<file path="src/dagac_pkg.sv">
// Shared types and constants for the door access and gas alarm controller.
// No dependencies; the interfaces and the top level use it by scoped names.
package dagac_pkg;

    // Configuration port geometry.
    localparam int CFG_INDEX_W = 3;
    localparam int CFG_DATA_W  = 20;

    // Configuration register indexes.
    localparam logic [CFG_INDEX_W-1:0] REG_GAS_HIGH    = 3'd0;
    localparam logic [CFG_INDEX_W-1:0] REG_GAS_LOW     = 3'd1;
    localparam logic [CFG_INDEX_W-1:0] REG_WRONG_LIMIT = 3'd2;
    localparam logic [CFG_INDEX_W-1:0] REG_WRONG_MS    = 3'd3;
    localparam logic [CFG_INDEX_W-1:0] REG_CLOSE_DELAY = 3'd4;

    // Configuration reset values.
    localparam logic [11:0] GAS_HIGH_RST    = 12'd2000;
    localparam logic [11:0] GAS_LOW_RST     = 12'd1500;
    localparam logic [3:0]  WRONG_LIMIT_RST = 4'd3;
    localparam logic [15:0] WRONG_MS_RST    = 16'd3000;
    localparam logic [19:0] CLOSE_DELAY_RST = 20'd5000;

    // App door command codes.
    localparam logic [1:0] APP_CLOSE = 2'd1;
    localparam logic [1:0] APP_OPEN  = 2'd2;

    // Chirp timing in milliseconds.
    localparam logic [31:0] CHIRP_SINGLE_MS = 32'd150;
    localparam logic [31:0] CHIRP_ON_MS     = 32'd80;
    localparam logic [31:0] CHIRP_PERIOD_MS = 32'd160;
    localparam logic [31:0] CHIRP_DOUBLE_MS = 32'd320;

    // Miss counter ceiling.
    localparam logic [3:0] MISS_MAX = 4'd15;

    // One control pass word.
    typedef struct packed {
        logic [31:0] now_ms;
        logic [11:0] gas_level;
        logic        card_event;
        logic        card_ok;
        logic        door_button;
        logic [1:0]  app_door;
    } pass_t;

    // One result word.
    typedef struct packed {
        logic door_open;
        logic door_sync;
        logic buzzer_on;
        logic alert_led_on;
        logic wrong_card_on;
        logic gas_alarm_on;
    } result_t;

endpackage

</file>
<file path="src/dagac_if.sv">
// Valid/ready channel interfaces for the pass and result words.
// Depends on dagac_pkg for the payload types.
interface dagac_pass_if;
    logic              valid;
    logic              ready;
    dagac_pkg::pass_t  data;

    modport source (output valid, output data, input ready);
    modport sink (input valid, input data, output ready);
endinterface

interface dagac_result_if;
    logic               valid;
    logic               ready;
    dagac_pkg::result_t data;

    modport source (output valid, output data, input ready);
    modport sink (input valid, input data, output ready);
endinterface

</file>
<file path="src/door_access_gas_alarm_controller.sv">
// Door access and gas alarm controller, top level.
// Depends on dagac_pkg and the channel interfaces in dagac_if.sv.
//
// Usage: each word on the pass channel is one control pass carrying a
// millisecond timestamp, a gas reading, a card scan, a button press and an
// app door command. For every pass word exactly one word appears on the
// result channel, in order, with the door, buzzer and alarm outputs.
// A pass word is first captured in an input register; the update logic then
// reads it with the controller state, and at the edge that moves it on the
// new state and the result word are registered together. One pass word is
// accepted every cycle while the result receiver does not stall; the state
// loop closes through compare and add logic alone.
// When the result receiver stalls, the result register holds its word and
// the input register holds one more pass; pass.ready drops only when both
// are full. Reset clears all controller state (door closed, no alarms, no
// chirp, no pending close), empties both registers and restores the
// configuration defaults. Configuration is written through cfg_wr_en,
// cfg_index and cfg_data while no pass is in flight; the block does not
// enforce this, the user must. Unknown indexes are ignored.
module door_access_gas_alarm_controller (
    input  logic                                clk,
    input  logic                                rst_n,
    dagac_pass_if.sink                          pass,
    dagac_result_if.source                      result,
    input  logic                                cfg_wr_en,
    input  logic [dagac_pkg::CFG_INDEX_W-1:0]   cfg_index,
    input  logic [dagac_pkg::CFG_DATA_W-1:0]    cfg_data
);

    // Configuration registers.
    logic [11:0] gas_high_reg;
    logic [11:0] gas_low_reg;
    logic [3:0]  wrong_limit_reg;
    logic [15:0] wrong_ms_reg;
    logic [19:0] close_delay_reg;

    // Pipeline registers.
    logic               pass_valid_reg;
    dagac_pkg::pass_t   pass_reg;
    logic               result_valid_reg;
    dagac_pkg::result_t result_reg;
    logic               advance;

    // Controller state and next values.
    logic        door_state_reg,    door_state_next;
    logic [3:0]  miss_count_reg,    miss_count_next;
    logic        wrong_alarm_reg,   wrong_alarm_next;
    logic [31:0] wrong_start_reg,   wrong_start_next;
    logic        gas_alarm_reg,     gas_alarm_next;
    logic        close_pending_reg, close_pending_next;
    logic [31:0] close_due_reg,     close_due_next;
    logic        chirp_active_reg,  chirp_active_next;
    logic [31:0] chirp_start_reg,   chirp_start_next;
    logic        chirp_double_reg,  chirp_double_next;
    dagac_pkg::result_t result_next;

    // Temporaries of the update logic.
    logic        sync;
    logic        sounding;
    logic        real_alarm;
    logic [31:0] wrong_elapsed;
    logic [31:0] chirp_elapsed;
    logic [31:0] close_diff;

    // Configuration write port.
    always_ff @(posedge clk or negedge rst_n)
    begin
        if (!rst_n)
        begin
            gas_high_reg    <= dagac_pkg::GAS_HIGH_RST;
            gas_low_reg     <= dagac_pkg::GAS_LOW_RST;
            wrong_limit_reg <= dagac_pkg::WRONG_LIMIT_RST;
            wrong_ms_reg    <= dagac_pkg::WRONG_MS_RST;
            close_delay_reg <= dagac_pkg::CLOSE_DELAY_RST;
        end
        else if (cfg_wr_en)
        begin
            case (cfg_index)
                dagac_pkg::REG_GAS_HIGH:    gas_high_reg    <= cfg_data[11:0];
                dagac_pkg::REG_GAS_LOW:     gas_low_reg     <= cfg_data[11:0];
                dagac_pkg::REG_WRONG_LIMIT: wrong_limit_reg <= cfg_data[3:0];
                dagac_pkg::REG_WRONG_MS:    wrong_ms_reg    <= cfg_data[15:0];
                dagac_pkg::REG_CLOSE_DELAY: close_delay_reg <= cfg_data;
                default:                    ;
            endcase
        end
    end

    // The pass in the input register moves on when the result slot is free or its word is taken.
    assign advance     = pass_valid_reg && (!result_valid_reg || result.ready);
    assign pass.ready  = !pass_valid_reg || advance;
    assign result.valid = result_valid_reg;
    assign result.data  = result_reg;

    // Pipeline control flags.
    always_ff @(posedge clk or negedge rst_n)
    begin
        if (!rst_n)
        begin
            pass_valid_reg   <= 1'b0;
            result_valid_reg <= 1'b0;
        end
        else
        begin
            if (pass.ready)
            begin
                pass_valid_reg <= pass.valid;
            end
            if (advance)
            begin
                result_valid_reg <= 1'b1;
            end
            else if (result.ready)
            begin
                result_valid_reg <= 1'b0;
            end
        end
    end

    // Pipeline payload registers.
    always_ff @(posedge clk)
    begin
        if (pass.ready && pass.valid)
        begin
            pass_reg <= pass.data;
        end
        if (advance)
        begin
            result_reg <= result_next;
        end
    end

    // One control pass: card, alarm expiry, button, app, gas, auto-close, chirp, outputs.
    always_comb
    begin
        door_state_next    = door_state_reg;
        miss_count_next    = miss_count_reg;
        wrong_alarm_next   = wrong_alarm_reg;
        wrong_start_next   = wrong_start_reg;
        gas_alarm_next     = gas_alarm_reg;
        close_pending_next = close_pending_reg;
        close_due_next     = close_due_reg;
        chirp_active_next  = chirp_active_reg;
        chirp_start_next   = chirp_start_reg;
        chirp_double_next  = chirp_double_reg;
        sync               = 1'b0;
        sounding           = 1'b0;

        // Card scan.
        if (pass_reg.card_event)
        begin
            chirp_active_next = 1'b1;
            chirp_start_next  = pass_reg.now_ms;
            if (pass_reg.card_ok)
            begin
                door_state_next    = 1'b1;
                sync               = 1'b1;
                close_pending_next = 1'b0;
                miss_count_next    = 4'd0;
                chirp_double_next  = 1'b0;
            end
            else
            begin
                chirp_double_next = 1'b1;
                if (miss_count_reg != dagac_pkg::MISS_MAX)
                begin
                    miss_count_next = miss_count_reg + 4'd1;
                end
                if (miss_count_next >= wrong_limit_reg)
                begin
                    wrong_alarm_next = 1'b1;
                    wrong_start_next = pass_reg.now_ms;
                    miss_count_next  = 4'd0;
                end
            end
        end

        // Wrong-card alarm expiry.
        wrong_elapsed = pass_reg.now_ms - wrong_start_next;
        if (wrong_alarm_next && (wrong_elapsed >= {16'd0, wrong_ms_reg}))
        begin
            wrong_alarm_next = 1'b0;
        end

        // Door button toggles the door.
        if (pass_reg.door_button)
        begin
            door_state_next    = !door_state_next;
            sync               = 1'b1;
            close_pending_next = 1'b0;
        end

        // App command sets the door.
        if ((pass_reg.app_door == dagac_pkg::APP_CLOSE) ||
            (pass_reg.app_door == dagac_pkg::APP_OPEN))
        begin
            door_state_next    = (pass_reg.app_door == dagac_pkg::APP_OPEN);
            sync               = 1'b1;
            close_pending_next = 1'b0;
        end

        // Gas alarm with hysteresis.
        if (!gas_alarm_reg && (pass_reg.gas_level > gas_high_reg))
        begin
            gas_alarm_next     = 1'b1;
            close_pending_next = 1'b0;
            door_state_next    = 1'b1;
        end
        else if (gas_alarm_reg && (pass_reg.gas_level < gas_low_reg))
        begin
            gas_alarm_next     = 1'b0;
            close_pending_next = 1'b1;
            close_due_next     = pass_reg.now_ms + {12'd0, close_delay_reg};
        end

        // Wrap-safe auto-close.
        close_diff = pass_reg.now_ms - close_due_next;
        if (close_pending_next && !close_diff[31])
        begin
            close_pending_next = 1'b0;
            door_state_next    = 1'b0;
        end

        // Chirp pattern; a finished chirp is retired here.
        chirp_elapsed = pass_reg.now_ms - chirp_start_next;
        if (chirp_active_next)
        begin
            if (chirp_double_next)
            begin
                if (chirp_elapsed >= dagac_pkg::CHIRP_DOUBLE_MS)
                begin
                    chirp_active_next = 1'b0;
                end
                else
                begin
                    sounding = (chirp_elapsed < dagac_pkg::CHIRP_ON_MS) ||
                        ((chirp_elapsed >= dagac_pkg::CHIRP_PERIOD_MS) &&
                         (chirp_elapsed < (dagac_pkg::CHIRP_PERIOD_MS +
                                           dagac_pkg::CHIRP_ON_MS)));
                end
            end
            else
            begin
                if (chirp_elapsed >= dagac_pkg::CHIRP_SINGLE_MS)
                begin
                    chirp_active_next = 1'b0;
                end
                else
                begin
                    sounding = 1'b1;
                end
            end
        end

        // Output word.
        real_alarm                = gas_alarm_next || wrong_alarm_next;
        result_next.door_open     = door_state_next;
        result_next.door_sync     = sync;
        result_next.buzzer_on     = sounding || real_alarm;
        result_next.alert_led_on  = real_alarm;
        result_next.wrong_card_on = wrong_alarm_next;
        result_next.gas_alarm_on  = gas_alarm_next;
    end

    // Controller state commits with each result word.
    always_ff @(posedge clk or negedge rst_n)
    begin
        if (!rst_n)
        begin
            door_state_reg    <= 1'b0;
            miss_count_reg    <= 4'd0;
            wrong_alarm_reg   <= 1'b0;
            wrong_start_reg   <= 32'd0;
            gas_alarm_reg     <= 1'b0;
            close_pending_reg <= 1'b0;
            close_due_reg     <= 32'd0;
            chirp_active_reg  <= 1'b0;
            chirp_start_reg   <= 32'd0;
            chirp_double_reg  <= 1'b0;
        end
        else if (advance)
        begin
            door_state_reg    <= door_state_next;
            miss_count_reg    <= miss_count_next;
            wrong_alarm_reg   <= wrong_alarm_next;
            wrong_start_reg   <= wrong_start_next;
            gas_alarm_reg     <= gas_alarm_next;
            close_pending_reg <= close_pending_next;
            close_due_reg     <= close_due_next;
            chirp_active_reg  <= chirp_active_next;
            chirp_start_reg   <= chirp_start_next;
            chirp_double_reg  <= chirp_double_next;
        end
    end

endmodule
</file>
<file path="src/flat_wrapper.sv">
// flat-port wrapper written by rule: the top's interface ports become plain ports
module door_access_gas_alarm_controller_flat 
  (clk, rst_n, cfg_wr_en, cfg_index, cfg_data, pass_valid, pass_data, pass_ready, result_valid, result_data, result_ready);
  dagac_pass_if pass_i ();
  dagac_result_if result_i ();
  input  logic clk;
  input  logic rst_n;
  input  logic cfg_wr_en;
  input  logic [dagac_pkg::CFG_INDEX_W-1:0] cfg_index;
  input  logic [dagac_pkg::CFG_DATA_W-1:0] cfg_data;
  input wire logic [$bits(pass_i.valid)-1:0] pass_valid;
  input wire logic [$bits(pass_i.data)-1:0] pass_data;
  output wire logic [$bits(pass_i.ready)-1:0] pass_ready;
  output wire logic [$bits(result_i.valid)-1:0] result_valid;
  output wire logic [$bits(result_i.data)-1:0] result_data;
  input wire logic [$bits(result_i.ready)-1:0] result_ready;
  assign pass_i.valid = pass_valid;
  assign pass_i.data = pass_data;
  assign pass_ready = pass_i.ready;
  assign result_valid = result_i.valid;
  assign result_data = result_i.data;
  assign result_i.ready = result_ready;
  door_access_gas_alarm_controller u_core (.clk(clk), .rst_n(rst_n), .pass(pass_i), .result(result_i), .cfg_wr_en(cfg_wr_en), .cfg_index(cfg_index), .cfg_data(cfg_data));
endmodule
</file>
<file path="config.mk">
export PLATFORM = sky130hd
export DESIGN_NAME = door_access_gas_alarm_controller_flat
export DESIGN_NICKNAME = d
export VERILOG_FILES = /design/src/dagac_pkg.sv /design/src/dagac_if.sv /design/src/door_access_gas_alarm_controller.sv /design/src/flat_wrapper.sv
export SDC_FILE = /design/constraint.sdc
export NUM_CORES = 1
export LEC_CHECK = 0
export BUFFER_PORTS_ARGS = -buffer_cell sky130_fd_sc_hd__buf_4
export CAP_MARGIN = 20
export CORE_AREA = 2 2 144 251
export DETAILED_ROUTE_END_ITERATION = 8
export DIE_AREA = 0 0 146 253
export GPL_ROUTABILITY_DRIVEN = 1
export PLACE_DENSITY = 0.65
export SLEW_MARGIN = 20
export SYNTH_ARGS = -nofsm -noshare
export SYNTH_HDL_FRONTEND = slang
export SYNTH_SLANG_ARGS = --single-unit
</file>
<file path="constraint.sdc">
create_clock -name clk -period 8.9 [get_ports clk]
set_input_delay 1.335 -clock clk [delete_from_list [all_inputs] [get_ports clk]]
set_output_delay 1.335 -clock clk [all_outputs]
set_load 0.1 [all_outputs]
</file>
==> results by group, run 1 <==
Status
  – Status: finished clean

Finish
  – Commonest non-fill, non-tap cell in the layout: o21ai_0
  – Max reg flops: 49
  – # fillers: 3,381
  – Synth-to-layout area growth: 12.0%
  – Nets@finish: 1,981
  – Most frequent cells in the layout: 194 x o21ai_0, 191 x nand2_1, 147 x ha_1, 145 x dfrtp_1, 101 x buf_4
  – Antenna diodes: 0
  – Fin area: 17,700 sq um
  – Layout cells sized above 1: 14.7%

Setup path
  – Reg-to-reg endpoint: u_core.result.data[3]$_DFFE_PP_
  – Critical-path top delay cell: a2111oi_1
  – R2R Setup Slk: 1450 ps
  – Critical Path AT: 7860 ps
  – FF-to-FF Start: u_core.miss_count_reg[0]$_DFFE_PN0P_
  – R2r worst-path depth: 28
  – Req. time, crit path: 9310 ps
  – CP startpoint kind: flop
  – CP max FO: 7
  – Crit-path most repeated cell: ha_1
  – CP endpoint kind: flop
  – Slowest Stage Delay on Critical Path: 600 ps
  – Crit Path Category: flop to flop

GRT
  – Largest net degree at the start of global routing: 77
  – GRT Total Usage: 23.6%
  – GRT overflow: 0
  – Vias in the first global route: 12,900
  – First-pass GRT wire length: 69,200 um
  – Initial antenna violation count: 0

Routing
  – DR pass1 iterations: 5
  – Initial DRC Count: 525
  – WL/cell: 19.6 um
  – Post-route DRC violation count: 0
  – Remaining antenna violation count: 0
  – Via count: 12,800
  – Vias per cell: 5.73
  – Routed WL: 43,900 um

Clock tree
  – Clock sinks: 227
  – Post-CTS Repair Setup Buffers: 0
  – Post-cts sizing count: 0
  – CTS tree: built
  – Clock slew at reported path FFs: 70 ps
  – Clk_lat worst skew: 570 ps
  – CTS Buffer Depth: 3
  – Hold Buf Count CTS: 0
  – H-Tree Depth: 1
  – Clock root buffer: clkbuf_16
  – TritonCTS Buffers: 25

STA
  – Slew Limit Fails: 0
  – Worst rel slew slack: 32.8%
  – Final Critical Period: 7450 ps
  – Final worst-path cycle share: 83.7%
  – RSZ-0062 raised after global routing: no
  – Slew @ Worst Pin: 983 ps
  – Fmax achieved: 134 MHz
  – Fin. Hold Viols: 0
  – Final setup fails: 0
  – Skew final: 15.2 ps
  – TNS Setup: 0 ps
  – WHS: 474 ps

Place
  – Post-DP HPWL: 34,000 um
  – Gpl congestion: 0.960
  – Placement Cell Area: 16,900 sq um
  – I/O Buffers: 84

Die
  – Die Area: 36,900 sq um
  – Cell Rows: 91
  – Chip height: 253 um
  – Starting density of the core: 45.1%
  – Io pins: 85
  – Die Wd: 146 um
  – Core area: 35,100 sq um

Logic synthesis
  – Synth Area in Adders: 12.4%
  – Post-synthesis sequential area ratio: 37.9%
  – Post-synthesis mux area share: 8.95%
  – Syn avg cell area: 9.37 sq um
  – Synth async-reset ratio: 75.8%
  – Cell variety after synth: 82
  – Flops & latches, synth: 227
  – Synthesized-area fraction occupied by and/or/nand/nor cells: 13.9%
  – Largest family of logic cells by synthesized area: compound AO/OA/AOI/OAI gates
  – Syn Std Cell Area: 15,800 sq um
  – Synth warn: 0
  – Mapped Cells: 1,688
  – EDFF count, synth: 55
  – Synth Flop Type: dfrtp_1
  – Compound-Gate Fraction of Synth Area: 19.2%
  – Net count after synthesis: 1,914
  – XOR/XNOR Fraction of Synth Area: 3.99%

Pwr
  – Worst VDD drop: 0.208 mV
  – Leakage dissipation: 7.76 nW
  – PwrDens: 286 nW/um^2

Job
  – Max cap viols: 0

Min path
  – Hold path startpoint: u_core.close_due_reg[26]$_DFFE_PN0P_
  – Worst hold path class: flop to flop
  – Min-Delay Endpoint: u_core.close_due_reg[26]$_DFFE_PN0P_
  – Worst hold path cell count: 2
-- kinds of logic (layout without fill, tap and decap cells) --
kind of cell / count (synthesis) / in the layout
flip-flops: 227 / 227
AO/OA/AOI/OAI: 488 / 488
AND/OR/NAND/NOR: 464 / 464
multiplexers: 134 / 134
XOR/XNOR: 72 / 72
adder cells (fa/ha/maj): 157 / 157
buffers and inverters: 146 / 232
-- where the power goes --
group          switching [W]  total, W  internal [W]
Clock               0.000453   0.00101      0.000555
Sequential          0.000186   0.00154       0.00135
Combinational        0.00148   0.00252       0.00104
Total                0.00212   0.00507       0.00295
-- cells in the mapped netlist, types with 26 or more instances --
library cell	n	area share (%)
a21oi_1	94	3.0
xnor2_1	46	2.5
edfxtp_1	55	10
mux2i_1	75	4.7
nand4_1	32	1.3
mux2_2	59	4.2
dfstp_2	27	4.5
clkbuf_1	41	0.97
o21ai_0	194	6.1
a21o_1	52	2.5
inv_1	83	2.0
ha_1	147	12
xor2_1	26	1.4
nand2_1	192	4.6
dfrtp_1	145	23
nand3_1	34	1.1
nor2_1	73	1.7
-- per-layer routing --
metal / share of wire (%) / track usage, % / routed length, um / vias to the layer above
li1: - / - / - / 6334
met1: 37 / 24.4 / 16400 / 6151
met2: 54 / 46.0 / 23600 / 245
met3: 2.4 / 2.05 / 1060 / 108
met4: 6.5 / 13.8 / 2840 / 0
met5: 0 / 0 / 0 / -
-- stage by stage --
stage          util (%)  setup WS [ps]  instances  total power [W]
3_3_place_gp       48.3           1620       2193          0.00401
3_5_place_dp       48.3           1490       2193          0.00406
6_report           50.5           1450       2239          0.00507
4_1_cts            50.5           1460       2239          0.00509
5_1_grt            50.5            773       2239          0.00546
2_1_floorplan         -           1970       1688          0.00341
-- how the worst max path moves through the flow --
stage                                               from                         endpoint
finish              u_core.miss_count_reg[0]$_DFFE_PN0P_  u_core.result.data[3]$_DFFE_PP_
global placement    u_core.miss_count_reg[0]$_DFFE_PN0P_  u_core.result.data[3]$_DFFE_PP_
detailed placement  u_core.miss_count_reg[0]$_DFFE_PN0P_  u_core.result.data[3]$_DFFE_PP_
global route        u_core.miss_count_reg[0]$_DFFE_PN0P_  u_core.result.data[3]$_DFFE_PP_
floorplan           u_core.miss_count_reg[0]$_DFFE_PN0P_  u_core.result.data[3]$_DFFE_PP_
CTS                 u_core.miss_count_reg[0]$_DFFE_PN0P_  u_core.result.data[3]$_DFFE_PP_
-- cell type report --
| cell class | instances | area [sq um] | share of cell area [%] |
|---|---|---|---|
| clock inverters | 12 | 82.6 | 0.466 |
| flip-flops and latches | 227 | 5990 | 33.8 |
| multi-input cells | 1315 | 9280 | 52.4 |
| well taps | 465 | 582 | 3.28 |
| clock buffers | 34 | 699 | 3.95 |
| repair buffers | 102 | 769 | 4.34 |
| inverters | 84 | 315 | 1.78 |
-- critical path: cells and delay by family (launching register included) --
| kind | cells | cell delay, ps |
|---|---|---|
| adder cells (fa/ha/maj) | 4 | 1170 |
| XOR/XNOR | 1 | 170 |
| buffers and inverters | 1 | 110 |
| AO/OA/AOI/OAI | 15 | 3720 |
| multiplexers | 1 | 370 |
| flip-flops | 1 | 430 |
| AND/OR/NAND/NOR | 6 | 1340 |
(Power assumes the default switching activity.)
==> run 2: changes to the inputs <==
PLACE_DENSITY = 0.67   (was 0.65)
clock period = 6 ns   (was 8.9 ns; I/O delays follow)
==> results by group, run 2 (synthesis results as in run 1) <==
STA
  – Fin. Hold Viols: 0 (unchanged)
  – Final setup margin: -241 ps (was 1450 ps)
  – Slew @ Worst Pin: 976 ps (was 983 ps)
  – Final setup fails: 4 (was 0)
  – TNS Setup: -802 ps (was 0 ps)
  – Worst rel slew slack: 34.8% (was 32.8%)
  – Final Critical Period: 6240 ps (was 7450 ps)
  – Slew Limit Fails: 0 (unchanged)
  – Skew final: 26.4 ps (was 15.2 ps)
  – Fmax achieved: 160 MHz (was 134 MHz)
  – RSZ-0062 raised after global routing: yes (was no)
  – Final worst-path cycle share: 104% (was 83.7%)

Die
  – Die Area: 36,900 sq um (unchanged)
  – Chip height: 253 um (unchanged)
  – Core area: 35,100 sq um (unchanged)
  – Die Wd: 146 um (unchanged)
  – Starting density of the core: 45.1% (unchanged)
  – Cell Rows: 91 (unchanged)
  – Io pins: 85 (unchanged)

GRT
  – Initial antenna violation count: 0 (unchanged)
  – GRT Total Usage: 24.8% (was 23.6%)
  – GRT overflow: 0 (unchanged)
  – First-pass GRT wire length: 71,700 um (was 69,200 um)
  – Vias in the first global route: 13,000 (was 12,900)
  – Largest net degree at the start of global routing: 72 (was 77)

Pwr
  – PwrDens: 436 nW/um^2 (was 286 nW/um^2)
  – Leakage dissipation: 8.12 nW (was 7.76 nW)
  – Pwr Total: 0.00805 W (was 0.00507 W)
  – Worst VDD drop: 0.232 mV (was 0.208 mV)

Setup path
  – Critical-path top delay cell: or4_1 (was a2111oi_1)
  – Slowest Stage Delay on Critical Path: 520 ps (was 600 ps)
  – R2r worst-path depth: 30 (was 28)
  – CP max FO: 4 (was 7)
  – CP startpoint kind: flop (unchanged)
  – Crit Path Category: flop to flop (unchanged)
  – Req. time, crit path: 6390 ps (was 9310 ps)
  – CP endpoint kind: flop (unchanged)
  – Critical Path AT: 6630 ps (was 7860 ps)

Place
  – I/O Buffers: 84 (unchanged)
  – Post-DP HPWL: 35,900 um (was 34,000 um)
  – Placement Cell Area: 17,400 sq um (was 16,900 sq um)
  – Dpl ws: -292 ps (was 1490 ps)
  – Gpl congestion: 0.990 (was 0.960)

Status
  – Violated checks: negative setup slack
  – Status: finished, violations left (was finished clean)

Job
  – Max cap viols: 0 (unchanged)

Min path
  – Worst hold path class: input port to async pin (was flop to flop)

Finish
  – Layout cells sized above 1: 19.0% (was 14.7%)
  – Commonest non-fill, non-tap cell in the layout: o21ai_0 (unchanged)
  – Max reg flops: 49 (unchanged)
  – Antenna diodes: 0 (unchanged)
  – Fin area: 18,500 sq um (was 17,700 sq um)
  – Nets@finish: 2,032 (was 1,981)
  – Synth-to-layout area growth: 16.7% (was 12.0%)
  – Most frequent cells in the layout: 190 x o21ai_0, 189 x nand2_1, 149 x buf_4, 145 x dfrtp_1, 142 x ha_1 (was 194 x o21ai_0, 191 x nand2_1, 147 x ha_1, 145 x dfrtp_1, 101 x buf_4)

Clock tree
  – CTS tree: built (unchanged)
  – Clk_lat worst skew: 560 ps (was 570 ps)
  – Clock sinks: 227 (unchanged)
  – Clock root buffer: clkbuf_16 (unchanged)
  – H-Tree Depth: 1 (unchanged)
  – TritonCTS Buffers: 25 (unchanged)
  – Clock slew at reported path FFs: 70 ps (about the same)
  – CTS Buffer Depth: 3 (unchanged)

Routing
  – Vias per cell: 5.70 (was 5.73)
  – WL/cell: 20.2 um (was 19.6 um)
  – Remaining antenna violation count: 0 (unchanged)
  – Via count: 13,000 (was 12,800)
  – Post-route DRC violation count: 0 (unchanged)
  – Routed WL: 46,200 um (was 43,900 um)
  – DR pass1 iterations: 5 (unchanged)
  – Initial DRC Count: 572 (was 525)
[run 2: area by class of cell]
cell class | instances | area [sq um]
multi-input combinational | 1315 | 9510
clock buffer | 39 | 812
clock inverter | 7 | 81.3
inverter | 84 | 315
timing repair buffer | 153 | 1160
sequential | 227 | 5990
tap | 465 | 582
fill | 3296 | 16600
[run 2: metrics by stage]
stage | hold slack [ps] | instances | util [%]
CTS | 369 | 2289 | 52.5
global placement | 454 | 2240 | 49.7
finish | 340 | 2290 | 52.6
floorplan | 442 | 1688 | -
detailed placement | 466 | 2240 | 49.7
global route | 385 | 2290 | 52.6
[run 2: routing by layer]
layer | up-vias | GRT usage, % | part of all wire (%)
met3 | 125 | 2.25 | 2.6
met4 | 0 | 18.2 | 8.7
met1 | 6234 | 25.3 | 36
met5 | - | 0 | 0
li1 | 6416 | - | -
met2 | 267 | 46.9 | 53
[run 2: worst paths after layout]
path,start,slack (ps),endpoint
min in group clk,u_core.close_due_reg[26]$_DFFE_PN0P_,470,u_core.close_due_reg[26]$_DFFE_PN0P_
worst max register to register,u_core.miss_count_reg[0]$_DFFE_PN0P_,-240,u_core.result.data[3]$_DFFE_PP_
worst min register to register,u_core.close_due_reg[26]$_DFFE_PN0P_,470,u_core.close_due_reg[26]$_DFFE_PN0P_
worst min-delay path,rst_n,340,u_core.close_due_reg[24]$_DFFE_PN0P_
max in group asynchronous,rst_n,4460,u_core.close_due_reg[4]$_DFFE_PN0P_
worst max-delay path,u_core.miss_count_reg[0]$_DFFE_PN0P_,-240,u_core.result.data[3]$_DFFE_PP_
[run 2: report_power, final]
group | internal (W) | switching, W
Combinational | 0.00177 | 0.00235
Clock | 0.000982 | 0.000667
Sequential | 0.00201 | 0.000278
[run 2: worst max-delay path: cells and delay by family, from the launching register on]
family	cells	cell delay [ps]
buffers and inverters	3	330
flip-flops	1	390
XOR/XNOR	2	280
AO/OA/AOI/OAI	12	2370
adder cells (fa/ha/maj)	5	1070
AND/OR/NAND/NOR	8	1620
[run 2: what timing repair did]
action,in CTS,in global routing
gates cloned,0,0
setup endpoints to repair,4,4
hold buffers,0,0
pin swaps,17,7
setup buffers,3,1
resized for setup,12,11
